$ cat config.mk
export PLATFORM = sky130hd
export DESIGN_NAME = joint_trajectory_profile_generator_top
export DESIGN_NICKNAME = d
export VERILOG_FILES = /design/src/sv/jtpg_pkg.sv /design/src/sv/joint_trajectory_profile_generator_top.sv
export SDC_FILE = /design/constraint.sdc
export NUM_CORES = 2
export LEC_CHECK = 0
export ABC_AREA = 1
export BUFFER_PORTS_ARGS = -buffer_cell sky130_fd_sc_hd__buf_2
export CORE_MARGIN = 2
export CORE_UTILIZATION = 66
export DETAILED_ROUTE_END_ITERATION = 8
export MAX_ROUTING_LAYER = met4
export PLACE_DENSITY = 0.84
export SLEW_MARGIN = 20
export SYNTH_ARGS = -nofsm -noshare
export SYNTH_HDL_FRONTEND = slang
export SYNTH_SLANG_ARGS = --single-unit
$ cat constraint.sdc
create_clock -name clk -period 8.6 [get_ports clk]
set_input_delay 1.72 -clock clk [delete_from_list [all_inputs] [get_ports clk]]
set_output_delay 1.72 -clock clk [all_outputs]
set_load 0.02 [all_outputs]
$ cat src/sv/jtpg_pkg.sv
package jtpg_pkg;

	// Field widths of the item ports
	localparam int TAG_W   = 3;
	localparam int ANG_W   = 16;
	localparam int MODE_W  = 2;
	localparam int IDX_W   = 6;
	localparam int CNT_W   = 7;

	// Register reset value and the lower bound on the point count
	localparam logic [CNT_W-1:0] PTS_RESET = 7'd16;
	localparam logic [CNT_W-1:0] PTS_MIN   = 7'd4;

	// Saturation bounds of a position
	localparam logic signed [ANG_W-1:0] POS_MAX = 16'sh7FFF;
	localparam logic signed [ANG_W-1:0] POS_MIN = 16'sh8000;

	// Velocity profiles
	typedef enum logic [MODE_W-1:0] {
		MODE_RAMPS     = 2'd0,
		MODE_CONST     = 2'd1,
		MODE_RAMP_UP   = 2'd2,
		MODE_RAMP_DOWN = 2'd3
	} mode_t;

	// Datapath operation of one microcode step
	typedef enum logic [3:0] {
		OP_NOP,
		OP_FETCH,
		OP_SETUP,
		OP_SEGSEL,
		OP_MULP,
		OP_MULD,
		OP_DIVINIT,
		OP_DIVSTEP,
		OP_ROUND,
		OP_EMIT,
		OP_NEXT
	} op_t;

	// Jump condition of one microcode step
	typedef enum logic [2:0] {
		COND_NONE,
		COND_ALWAYS,
		COND_NO_IN,
		COND_DIV_BUSY,
		COND_OUT_FULL,
		COND_MORE
	} cond_t;

	typedef logic [3:0] step_t;

	localparam step_t ST_FETCH   = 4'd0;
	localparam step_t ST_SETUP   = 4'd1;
	localparam step_t ST_SEGSEL  = 4'd2;
	localparam step_t ST_MULP    = 4'd3;
	localparam step_t ST_MULD    = 4'd4;
	localparam step_t ST_DIVINIT = 4'd5;
	localparam step_t ST_DIVSTEP = 4'd6;
	localparam step_t ST_ROUND   = 4'd7;
	localparam step_t ST_EMIT    = 4'd8;
	localparam step_t ST_NEXT    = 4'd9;
	localparam step_t ST_DONE    = 4'd10;

	typedef struct packed {
		op_t   op;
		cond_t cond;
		step_t target;
	} uword_t;

	// Control store: taken jump goes to target, otherwise to the next step
	function automatic uword_t ucode_rom(input step_t s);
		uword_t w;
		begin
			unique case (s)
				ST_FETCH:   w = '{OP_FETCH,   COND_NO_IN,    ST_FETCH};
				ST_SETUP:   w = '{OP_SETUP,   COND_NONE,     ST_FETCH};
				ST_SEGSEL:  w = '{OP_SEGSEL,  COND_NONE,     ST_FETCH};
				ST_MULP:    w = '{OP_MULP,    COND_NONE,     ST_FETCH};
				ST_MULD:    w = '{OP_MULD,    COND_NONE,     ST_FETCH};
				ST_DIVINIT: w = '{OP_DIVINIT, COND_NONE,     ST_FETCH};
				ST_DIVSTEP: w = '{OP_DIVSTEP, COND_DIV_BUSY, ST_DIVSTEP};
				ST_ROUND:   w = '{OP_ROUND,   COND_NONE,     ST_FETCH};
				ST_EMIT:    w = '{OP_EMIT,    COND_OUT_FULL, ST_EMIT};
				ST_NEXT:    w = '{OP_NEXT,    COND_MORE,     ST_SEGSEL};
				ST_DONE:    w = '{OP_NOP,     COND_ALWAYS,   ST_FETCH};
				default:    w = '{OP_NOP,     COND_ALWAYS,   ST_FETCH};
			endcase
			return w;
		end
	endfunction

endpackage

$ cat src/sv/joint_trajectory_profile_generator_top.sv
// Channel   Direction  Signals                                              Accepted when
// in        input      in_valid/in_ready, joint_tag, start_angle,          in_valid & in_ready
//                      end_angle, profile_mode
// out       output     out_valid/out_ready, joint_tag_out, point_index,    out_valid & out_ready
//                      position, last_point
// cfg       input      cfg_valid/cfg_ready, point_count                    cfg_valid & cfg_ready
//
// Each point passes through seven control steps plus a restoring divider that retires one
// quotient bit per cycle over the 33-bit scaled product at MAX_POINTS = 64. A stalled
// output holds the sequencer on its emit step; the next item is taken only after the
// last point of the current one has been loaded into the output register.
// Reset clears the sequencer, the output valid and sets point_count to 16.
module joint_trajectory_profile_generator_top #(
	parameter int MAX_POINTS = 64
) (
	input  logic                               clk,
	input  logic                               arst_n,
	input  logic                               in_valid,
	output logic                               in_ready,
	input  logic [jtpg_pkg::TAG_W-1:0]         joint_tag,
	input  logic signed [jtpg_pkg::ANG_W-1:0]  start_angle,
	input  logic signed [jtpg_pkg::ANG_W-1:0]  end_angle,
	input  logic [jtpg_pkg::MODE_W-1:0]        profile_mode,
	output logic                               out_valid,
	input  logic                               out_ready,
	output logic [jtpg_pkg::TAG_W-1:0]         joint_tag_out,
	output logic [jtpg_pkg::IDX_W-1:0]         point_index,
	output logic signed [jtpg_pkg::ANG_W-1:0]  position,
	output logic                               last_point,
	input  logic                               cfg_valid,
	output logic                               cfg_ready,
	input  logic [jtpg_pkg::CNT_W-1:0]         point_count
);
	import jtpg_pkg::*;

	// Derived widths
	localparam int NW   = $clog2(MAX_POINTS + 1);           // point counter
	localparam int NNW  = 2 * NW;                           // N*N
	localparam int YW   = NW + 6;                           // multiplier operand, signed
	localparam int CW   = 2 * NW + 5;                       // additive term, signed
	localparam int AW   = 2 * NW + 8;                       // numerator before truncation
	localparam int PMAX = 6 * MAX_POINTS * MAX_POINTS + 4 * MAX_POINTS;
	localparam int PW   = $clog2(PMAX + 1) + 1;             // numerator, signed
	localparam int DLW  = ANG_W + 1;                        // angle difference, signed
	localparam int PRW  = DLW + PW;                         // scaled product, signed
	localparam int DW   = PRW;                              // dividend
	localparam int DVW  = 2 * NW + 4;                       // divisor 12*N*N
	localparam int DCW  = $clog2(DW);                       // divider bit counter
	localparam int SW   = DW + 2;                           // final sum, signed

	// Sequencer
	step_t  pc_q, pc_d;
	uword_t uw;
	logic   cond_hit;
	logic   out_load;

	// Configuration and per-item registers
	logic [CNT_W-1:0]       pts_q;
	logic [TAG_W-1:0]       tag_q;
	logic signed [ANG_W-1:0] r0_q;
	logic signed [DLW-1:0]  d_q;
	mode_t                  mode_q;
	logic [NW-1:0]          n_q, k_q, q_q, h_q, t_q;
	logic [NNW-1:0]         nn_q;

	// Datapath registers
	logic [NW-1:0]          x_q;
	logic signed [YW-1:0]   y_q;
	logic signed [CW-1:0]   c_q;
	logic signed [PW-1:0]   p_q;
	logic signed [PRW-1:0]  prod_q;
	logic                   neg_q;
	logic [DW-1:0]          quo_q;
	logic [DVW-1:0]         rem_q, div_q;
	logic [DCW-1:0]         dcnt_q;
	logic signed [ANG_W-1:0] pos_q;

	// Output register
	logic                   out_valid_q;
	logic [TAG_W-1:0]       out_tag_q;
	logic [IDX_W-1:0]       out_idx_q;
	logic signed [ANG_W-1:0] out_pos_q;
	logic                   out_last_q;

	// Combinational datapath values
	logic [NW-1:0]          n_clamp;
	logic [NW+1:0]          n3_w;
	logic [NW-1:0]          i_w, m_w;
	logic signed [YW-1:0]   k_s, n_s, h_s, m_s;
	logic signed [CW-1:0]   nn_s;
	logic [NW-1:0]          x_w;
	logic signed [YW-1:0]   y_w;
	logic signed [CW-1:0]   c_w;
	logic signed [AW-1:0]   pxy_w, pfull_w;
	logic signed [PRW-1:0]  mag_w;
	logic [DVW-1:0]         den_w, den2_w;
	logic [DVW:0]           shl_w, sub_w;
	logic                   ge_w;
	logic signed [DW:0]     qs_w, qsgn_w;
	logic signed [SW-1:0]   sum_w;
	logic signed [ANG_W-1:0] sat_w;

	// Control word of the current step
	assign uw = ucode_rom(pc_q);

	// Jump condition
	always_comb begin
		unique case (uw.cond)
			COND_NONE:     cond_hit = 1'b0;
			COND_ALWAYS:   cond_hit = 1'b1;
			COND_NO_IN:    cond_hit = !in_valid;
			COND_DIV_BUSY: cond_hit = (dcnt_q != '0);
			COND_OUT_FULL: cond_hit = out_valid_q && !out_ready;
			COND_MORE:     cond_hit = (k_q != n_q);
			default:       cond_hit = 1'b1;
		endcase
	end

	// Next step
	always_comb begin
		if (cond_hit) begin
			pc_d = uw.target;
		end else begin
			pc_d = pc_q + 4'd1;
		end
	end

	// Handshake outputs
	always_comb begin
		in_ready  = (uw.op == OP_FETCH);
		cfg_ready = 1'b1;
		out_load  = (uw.op == OP_EMIT) && (!out_valid_q || out_ready);
	end

	// Point count clamp and segment bounds
	always_comb begin
		priority if (pts_q < PTS_MIN) begin
			n_clamp = NW'(PTS_MIN);
		end else if (pts_q > CNT_W'(MAX_POINTS)) begin
			n_clamp = NW'(MAX_POINTS);
		end else begin
			n_clamp = NW'(pts_q);
		end
		n3_w = (NW+2)'({n_q, 1'b0}) + (NW+2)'(n_q);
	end

	// Segment selection: numerator = x * y + c
	always_comb begin
		i_w  = k_q - 1'b1;
		m_w  = k_q - h_q;
		k_s  = signed'(YW'(k_q));
		n_s  = signed'(YW'(n_q));
		h_s  = signed'(YW'(h_q));
		m_s  = signed'(YW'(m_w));
		nn_s = signed'(CW'(nn_q));
		x_w  = k_q;
		y_w  = '0;
		c_w  = '0;
		unique case (mode_q)
			MODE_RAMPS: begin
				priority if (i_w < q_q) begin
					x_w = k_q;
					y_w = k_s <<< 4;
				end else if (i_w < t_q) begin
					x_w = n_q;
					y_w = (k_s <<< 3) - n_s;
				end else begin
					x_w = k_q;
					y_w = (n_s <<< 5) - (k_s <<< 4);
					c_w = -((nn_s <<< 3) + (nn_s <<< 1));
				end
			end
			MODE_CONST: begin
				x_w = k_q;
				y_w = (n_s <<< 2) + (n_s <<< 1);
			end
			MODE_RAMP_UP: begin
				priority if (i_w < h_q) begin
					x_w = k_q;
					y_w = k_s <<< 3;
				end else begin
					x_w = n_q;
					y_w = (k_s - h_s) <<< 3;
					c_w = nn_s <<< 1;
				end
			end
			MODE_RAMP_DOWN: begin
				priority if (i_w < h_q) begin
					x_w = k_q;
					y_w = n_s <<< 3;
				end else begin
					x_w = m_w;
					y_w = (n_s - m_s) <<< 3;
					c_w = nn_s <<< 2;
				end
			end
			default: begin
				x_w = k_q;
				y_w = '0;
			end
		endcase
	end

	// Numerator, magnitude, divider step, rounding and saturation
	always_comb begin
		pxy_w   = signed'({1'b0, x_q}) * y_q;
		pfull_w = pxy_w + AW'(c_q);
		mag_w   = prod_q[PRW-1] ? -prod_q : prod_q;
		den_w   = DVW'({nn_q, 2'b00}) + DVW'({nn_q, 1'b0});
		den2_w  = DVW'({nn_q, 3'b000}) + DVW'({nn_q, 2'b00});
		shl_w   = {rem_q, quo_q[DW-1]};
		sub_w   = shl_w - {1'b0, div_q};
		ge_w    = (shl_w >= {1'b0, div_q});
		qs_w    = signed'({1'b0, quo_q});
		qsgn_w  = neg_q ? -qs_w : qs_w;
		sum_w   = SW'(r0_q) + SW'(qsgn_w);
		priority if (sum_w > SW'(POS_MAX)) begin
			sat_w = POS_MAX;
		end else if (sum_w < SW'(POS_MIN)) begin
			sat_w = POS_MIN;
		end else begin
			sat_w = sum_w[ANG_W-1:0];
		end
	end

	// Control registers
	always_ff @(posedge clk or negedge arst_n) begin
		if (!arst_n) begin
			pc_q        <= ST_FETCH;
			pts_q       <= PTS_RESET;
			out_valid_q <= 1'b0;
			n_q         <= NW'(PTS_RESET);
			k_q         <= '0;
			dcnt_q      <= '0;
		end else begin
			pc_q <= pc_d;
			if (cfg_valid && cfg_ready) begin
				pts_q <= point_count;
			end
			if (out_load) begin
				out_valid_q <= 1'b1;
			end else if (out_ready) begin
				out_valid_q <= 1'b0;
			end
			unique case (uw.op)
				OP_FETCH: begin
					if (in_valid) begin
						n_q <= n_clamp;
						k_q <= NW'(1);
					end
				end
				OP_DIVINIT: dcnt_q <= DCW'(DW - 1);
				OP_DIVSTEP: dcnt_q <= dcnt_q - 1'b1;
				OP_NEXT: begin
					if (k_q != n_q) begin
						k_q <= k_q + 1'b1;
					end
				end
				default: begin
				end
			endcase
		end
	end

	// Datapath registers
	always_ff @(posedge clk) begin
		unique case (uw.op)
			OP_FETCH: begin
				tag_q  <= joint_tag;
				r0_q   <= start_angle;
				d_q    <= DLW'(end_angle) - DLW'(start_angle);
				mode_q <= mode_t'(profile_mode);
			end
			OP_SETUP: begin
				nn_q <= n_q * n_q;
				q_q  <= NW'(n_q >> 2);
				h_q  <= NW'(n_q >> 1);
				t_q  <= n3_w[NW+1:2];
			end
			OP_SEGSEL: begin
				x_q <= x_w;
				y_q <= y_w;
				c_q <= c_w;
			end
			OP_MULP: p_q <= pfull_w[PW-1:0];
			OP_MULD: prod_q <= d_q * p_q;
			OP_DIVINIT: begin
				neg_q <= prod_q[PRW-1];
				quo_q <= DW'({mag_w[PRW-2:0], 1'b0}) + DW'(den_w);
				div_q <= den2_w;
				rem_q <= '0;
			end
			OP_DIVSTEP: begin
				rem_q <= ge_w ? sub_w[DVW-1:0] : shl_w[DVW-1:0];
				quo_q <= {quo_q[DW-2:0], ge_w};
			end
			OP_ROUND: pos_q <= sat_w;
			default: begin
			end
		endcase
		if (out_load) begin
			out_tag_q  <= tag_q;
			out_idx_q  <= IDX_W'(k_q - 1'b1);
			out_pos_q  <= pos_q;
			out_last_q <= (k_q == n_q);
		end
	end

	assign out_valid     = out_valid_q;
	assign joint_tag_out = out_tag_q;
	assign point_index   = out_idx_q;
	assign position      = out_pos_q;
	assign last_point    = out_last_q;

`ifndef SYNTHESIS
	// The point counter stays within the run while a move is in progress
	a_k_range: assert property (@(posedge clk) disable iff (!arst_n)
		(pc_q != ST_FETCH) |-> (k_q != '0 && k_q <= n_q))
		else $error("point counter out of range");

	// Partial remainder stays below the divisor on every divider step
	a_rem_bound: assert property (@(posedge clk) disable iff (!arst_n)
		(uw.op == OP_DIVSTEP) |-> (rem_q < div_q))
		else $error("divider remainder not below divisor");

	// The last flag of a loaded item matches its index
	a_last_flag: assert property (@(posedge clk) disable iff (!arst_n)
		out_load |=> (last_point == (point_index == IDX_W'(n_q - 1'b1))))
		else $error("last_point does not match point_index");
`endif

endmodule
Yosys cells after proc, flatten, opt, wreduce, memory -nomap -nowiden
Memory sizes are Yosys's and may differ from the RTL's.
Index checks and enable logic that the tools add are counted.
Storage, ports and cells
  word-level logic and storage cells: 128
  memories: 1
  bits in writable memories: 0
  bits in latches: 0
  ROM bits: 160
  register bits after elaboration: 299
  output and inout port bits: 29
  input port bits: 49
Memory list
  (name not given): words 16, bits a word 10, read ports 1, clocked after memory_dff 0, write ports 0, RTL line jtpg_pkg.sv:75  | unique case (s)
Operators by class
  multipliers: 3
  add/subtract/negate cells: 22
  equality and inequality tests: 21
  div/mod/pow operators: 0
  muxes and demuxes: 31
  reductions and logical operators: 14
  shift-type cells: 0
  bitwise gates (word level): 0
  $lt $le $gt $ge: 8
Operator list (number)
  one-hot mux 33 bit (2 select lines): 1
  2-to-1 mux 16 bit: 4
  2-to-1 mux 7 bit: 8
  2-to-1 mux 13 bit: 4
  one-hot mux 13 bit (4 select lines): 1
  one-hot mux 16 bit (3 select lines): 1
  one-hot mux 18 bit (2 select lines): 1
  adder 16 x 34 -> 35 bit: 1
  greater-than comparator 35 x 16 -> 1 bit (second input constant): 1
  less-than comparator 35 x 16 -> 1 bit (second input constant): 1
  2-to-1 mux 34 bit: 1
  negation 33 -> 34 bit: 1
  adder 33 x 17 -> 33 bit: 1
  multiplier 17 x 16 -> 33 bit: 1
  2-to-1 mux 32 bit: 1
  negation 32 bit: 1
  one-hot mux 7 bit (4 select lines): 1
  greater-or-equal comparator 19 x 18 -> 1 bit: 1
  adder 17 x 16 -> 18 bit: 1
  2-to-1 mux 18 bit: 1
  subtractor 18 bit: 1
  adder 16 x 15 -> 17 bit: 1
  subtractor 16 x 16 -> 17 bit: 1
  adder 16 x 15 -> 16 bit: 1
  other kinds (46): 62

Longest topological paths before layout
  word-level depth: 5
  mapped depth: 31
  gate-level depth less buffers: 30

Worst setup path before layout
Ideal clock, no wire load.
  path kind: register to register
  start point: reg p_q[5]
  end point: reg prod_q[32], data pin
  path buffers: 2
  setup time: 262 ps
  required time: 8338 ps
  setup slack: 2537 ps
  period minus slack after synthesis: 6063 ps
  arrival: 5801 ps
  cell stages (with the launch flop): 22
  cell sequence: edfxtp_1 clkbuf_1 clkbuf_1 nand2_1 fa_1 inv_1 fa_1 inv_1 fa_1 inv_1 fa_1 fa_1 inv_1 fa_1 inv_1 ha_1 nand2_1 nor2_1 nand2_1 nor4_1 a21oi_1 xor2_1
On the way
  cells in the longest elaborated chain, start to end: 1
Ends and longest elaborated chain
  start, declared: RTL line joint_trajectory_profile_generator_top.sv:70  | logic signed [PW-1:0] p_q;
  start signal, assigned: RTL line joint_trajectory_profile_generator_top.sv:285  | OP_MULP: p_q <= pfull_w[PW-1:0];
  multiplier 17 x 16 -> 33 bit: RTL line joint_trajectory_profile_generator_top.sv:286  | OP_MULD: prod_q <= d_q * p_q;
  end signal, assigned: RTL line joint_trajectory_profile_generator_top.sv:286
  end, declared: RTL line joint_trajectory_profile_generator_top.sv:71  | logic signed [PRW-1:0] prod_q;
Every way passes these cells.
A chain may end at the register's enable or synchronous reset.

Worst setup path in the final report
  start point: reg d_q[16]
  end point: reg prod_q[28], data pin
On the way
  cells in the longest elaborated chain, start to end: 1
Ends and longest elaborated chain
  start, declared: RTL line joint_trajectory_profile_generator_top.sv:61  | logic signed [DLW-1:0] d_q;
  start signal, assigned: RTL line joint_trajectory_profile_generator_top.sv:271  | d_q <= DLW'(end_angle) - DLW'(start_angle);
  multiplier 17 x 16 -> 33 bit: RTL line joint_trajectory_profile_generator_top.sv:286
Every way passes these cells.

==> metrics.md <==
| Metric | Value |
|---|---|
| Critical path class | `reg -> reg` |
| Clock transition at the registers of the reported paths | `0.06 ns` |
| Setup TNS | `0 ns` |
| GP Congestion | `1.019` |
| Vias | `29780` |
| Synth area leaders | `edfxtp_1, fa_1, nand2_1` |
| Area delta synth->final | `6.020%` |
| Area of the die | `57320 µm²` |
| I/O pins | `78` |
| Die Y | `239.4 µm` |
| Slew Viols, Final | `0` |
| CTS Buf Count | `34` |
| Yosys cell types | `62` |
| Crit-path max FO | `16` |
| Fraction of layout cells with a size suffix above 1 | `5.020%` |
| Syn nets | `5354` |
| CP startpoint kind | `flop` |
| Flops & latches, synth | `289` |
| Final Cycle Share | `76.03%` |
| Final Hold Fails | `0` |
| Rows | `86` |
| Port Buffer Count | `76` |
| Main synth FF type | `edfxtp_1` |
| Top cell type's share of synthesized area | `21.10%` |
| Post-CTS setup buffer count | `0` |
| Synth async-reset ratio | `11.07%` |
| Count of endpoints failing setup in the final report | `0` |
| Post-cts sizing count | `0` |
| Post-Synthesis Cells | `4604` |
| DIE WIDTH | `239.4 µm` |
| GR Util All Layers | `33.25%` |
| Synthesized cell area | `36580 µm²` |
| Largest net degree at the start of global routing | `57` |
| Maxcap violations | `0` |
| Status | `completed` |
| Syn_area_per_cell | `7.945 µm²` |
| Arrival time worst endpoint | `6.84 ns` |
| Crit path from | `d_q[16]` |
| RSZ-0062 raised after global routing | `false` |
| CP endpoint | `prod_q[28]` |
| DRT Pass-1 Iters | `6` |
| Vias in the first global route | `29060` |
| WL final | `89700 µm` |
| Layout Nets | `5366` |
| Initial antenna violation count | `0` |
| Crit Reg-Reg Startpoint | `d_q[16]` |
| Vias per inst | `5.526` |
| HPWL after DPL | `71550 µm` |
| Post-DRT Antenna Nets | `0` |
| Critical Path RT | `8.91 ns` |
| Post-synthesis sequential area ratio | `23.29%` |
| Post-synth EDFFs | `257` |
| Worst-Margin Slew | `0.9948 ns` |
| Clock skew | `0.02313 ns` |
| Residual DRC | `0` |
| CORE AREA | `54990 µm²` |
| Setup slack, reg-to-reg | `2.06 ns` |
| Cts-stage hold buffer count | `0` |
| Worst r2r path cells | `19` |
| Setup crit end kind | `flop` |
| Remaining global-route overflow | `0` |
| N_diodes | `0` |
| Synth area leader | `edfxtp_1` |
| Highest clock rate | `152.9 MHz` |
| Critical R2R Capture | `prod_q[28]` |
| Minimum clock period | `6.539 ns` |
| CTS H-Tree Depth | `2` |
| WL/cell | `16.64 µm` |
| First-pass GRT wire length | `146600 µm` |
| Clock latency on the worst-skew pair | `0.56 ns` |
| Tightest Hold Check Type | `reg -> reg` |
| Syn. warnings | `0` |
| DR iter-0 viols | `2568` |
| Initial core utilization | `66.52%` |
| CTS tree | `built` |
| CTS Sinks | `289` |
| Root buf cell | `clkbuf_16` |
| Maximum buffer depth of the clock tree | `3` |
| Slew HR | `33.53%` |
-- cells by family (layout without fill, tap and decap cells) --
logic type	count (synthesis)	count (layout)	synth area share, %
buffers and inverters	1217	1254	12.69
other	1	1	0.01025
AOI/OAI and AO/OA	487	487	7.522
and+or+nand+nor	1664	1664	18.87
muxes	2	2	0.06157
DFF	289	289	23.29
adders and majority gates	701	701	31.74
xor gates and xnor gates	243	243	5.818
-- sequential cells by signal, indices dropped and copies added, names as in the netlist, 13 cells and up --
signal / cells
r0_q: 16
pos_q: 16
rem_q: 18
p_q: 16
quo_q: 33
d_q: 17
prod_q: 33
nn_q: 13
position: 16
div_q: 15
c_q: 15
y_q: 13
-- worst min path at each step --
stage	end	slack, ns	startpoint	depth (start not counted)
after detailed placement	position[2]	0.41	pos_q[2]	0
after CTS	position[2]	0.42	pos_q[2]	0
after global placement	position[11]	0.40	pos_q[11]	0
final	position[2]	0.42	pos_q[2]	0
after global routing	position[7]	0.43	pos_q[7]	0
after floorplan	joint_tag_out[0]	0.40	tag_q[0]	0
-- cell usage after synthesis, types with 3 or more instances --
cell type	count
o21bai_1	12
a31oi_1	11
nand2_2	8
inv_1	1081
edfxtp_1	257
nor3_1	23
nand2_1	1087
fa_1	378
a21boi_0	4
o21ai_0	140
o211ai_1	19
a211oi_1	6
nor2_4	7
or2_2	11
nand3_1	167
inv_2	14
clkinv_1	3
xnor2_1	91
nand3_2	4
buf_6	5
or2_1	3
buf_2	18
o21ai_1	20
o31ai_1	11
nor2_2	21
nor4_1	9
nor2_1	251
nand3b_1	4
dfrtp_1	30
a21o_1	9
a21oi_1	207
and2_1	10
nor3_2	5
a21oi_2	4
ha_1	323
o22ai_1	13
nand4_1	49
xor2_1	152
clkbuf_1	90
o21a_1	3
o221ai_1	10
o2111ai_1	5
-- metrics by stage --
| stage | setup WS [ns] | area, µm² | hold slack (ns) | cells | util, % |
|---|---|---|---|---|---|
| after floorplan | 2.537 | 36580 | 0.4003 | 4604 | - |
| after global placement | 2.222 | 37540 | 0.4006 | 5328 | 68.28 |
| after detailed placement | 2.103 | 37540 | 0.4052 | 5328 | 68.28 |
| after CTS | 2.074 | 38780 | 0.4192 | 5389 | 70.53 |
| after global routing | 1.682 | 38780 | 0.4307 | 5389 | 70.53 |
| final | 2.061 | 38780 | 0.4176 | 5389 | 70.53 |
-- cell type report --
class,instances,area (µm²)
Multi-Input combinational cell,3098,23450
Timing Repair Buffer,93,508.0
Clock inverter,23,350.3
Fill cell,4295,16200
Inverter,1100,4134
Sequential cell,289,8521
Clock buffer,38,887.1
Tap cell,748,935.9
-- worst max-delay path, cell delays in order (launching register included) --
cell,delay (ns)
edfxtp_1,0.73
nand2_1,0.23
fa_1,0.62
inv_1,0.08
fa_1,0.90
inv_1,0.19
fa_1,0.57
inv_1,0.05
fa_1,0.47
fa_1,0.56
inv_1,0.06
fa_1,0.53
inv_1,0.04
ha_1,0.35
nand2_1,0.11
nor2_1,0.22
nand2_1,0.11
nor4_1,0.19
a21oi_1,0.13
xnor2_1,0.15
-- cell usage in the layout, fill, tap and decap left out, drive strengths merged, types with 152 or more instances in the layout --
master and n:
a21oi 211, edfxtp 257, fa 378, ha 323, inv 1100, nand2 1096, nand3 171, nor2 279
o21ai 162, xor2 152
-- per-layer routing --
metal	track usage, %	up-vias	wire length [µm]	part of all wire (%)
li1	-	14220	-	-
met1	42.65	14120	36480	41
met2	54.47	1214	43240	48
met3	4.921	224	6946	7.7
met4	11.04	0	3024	3.4
met5	-	-	0	0
Power is not shown: default switching activity piles up to over one toggle a cycle in this logic, so the estimate is an artifact.
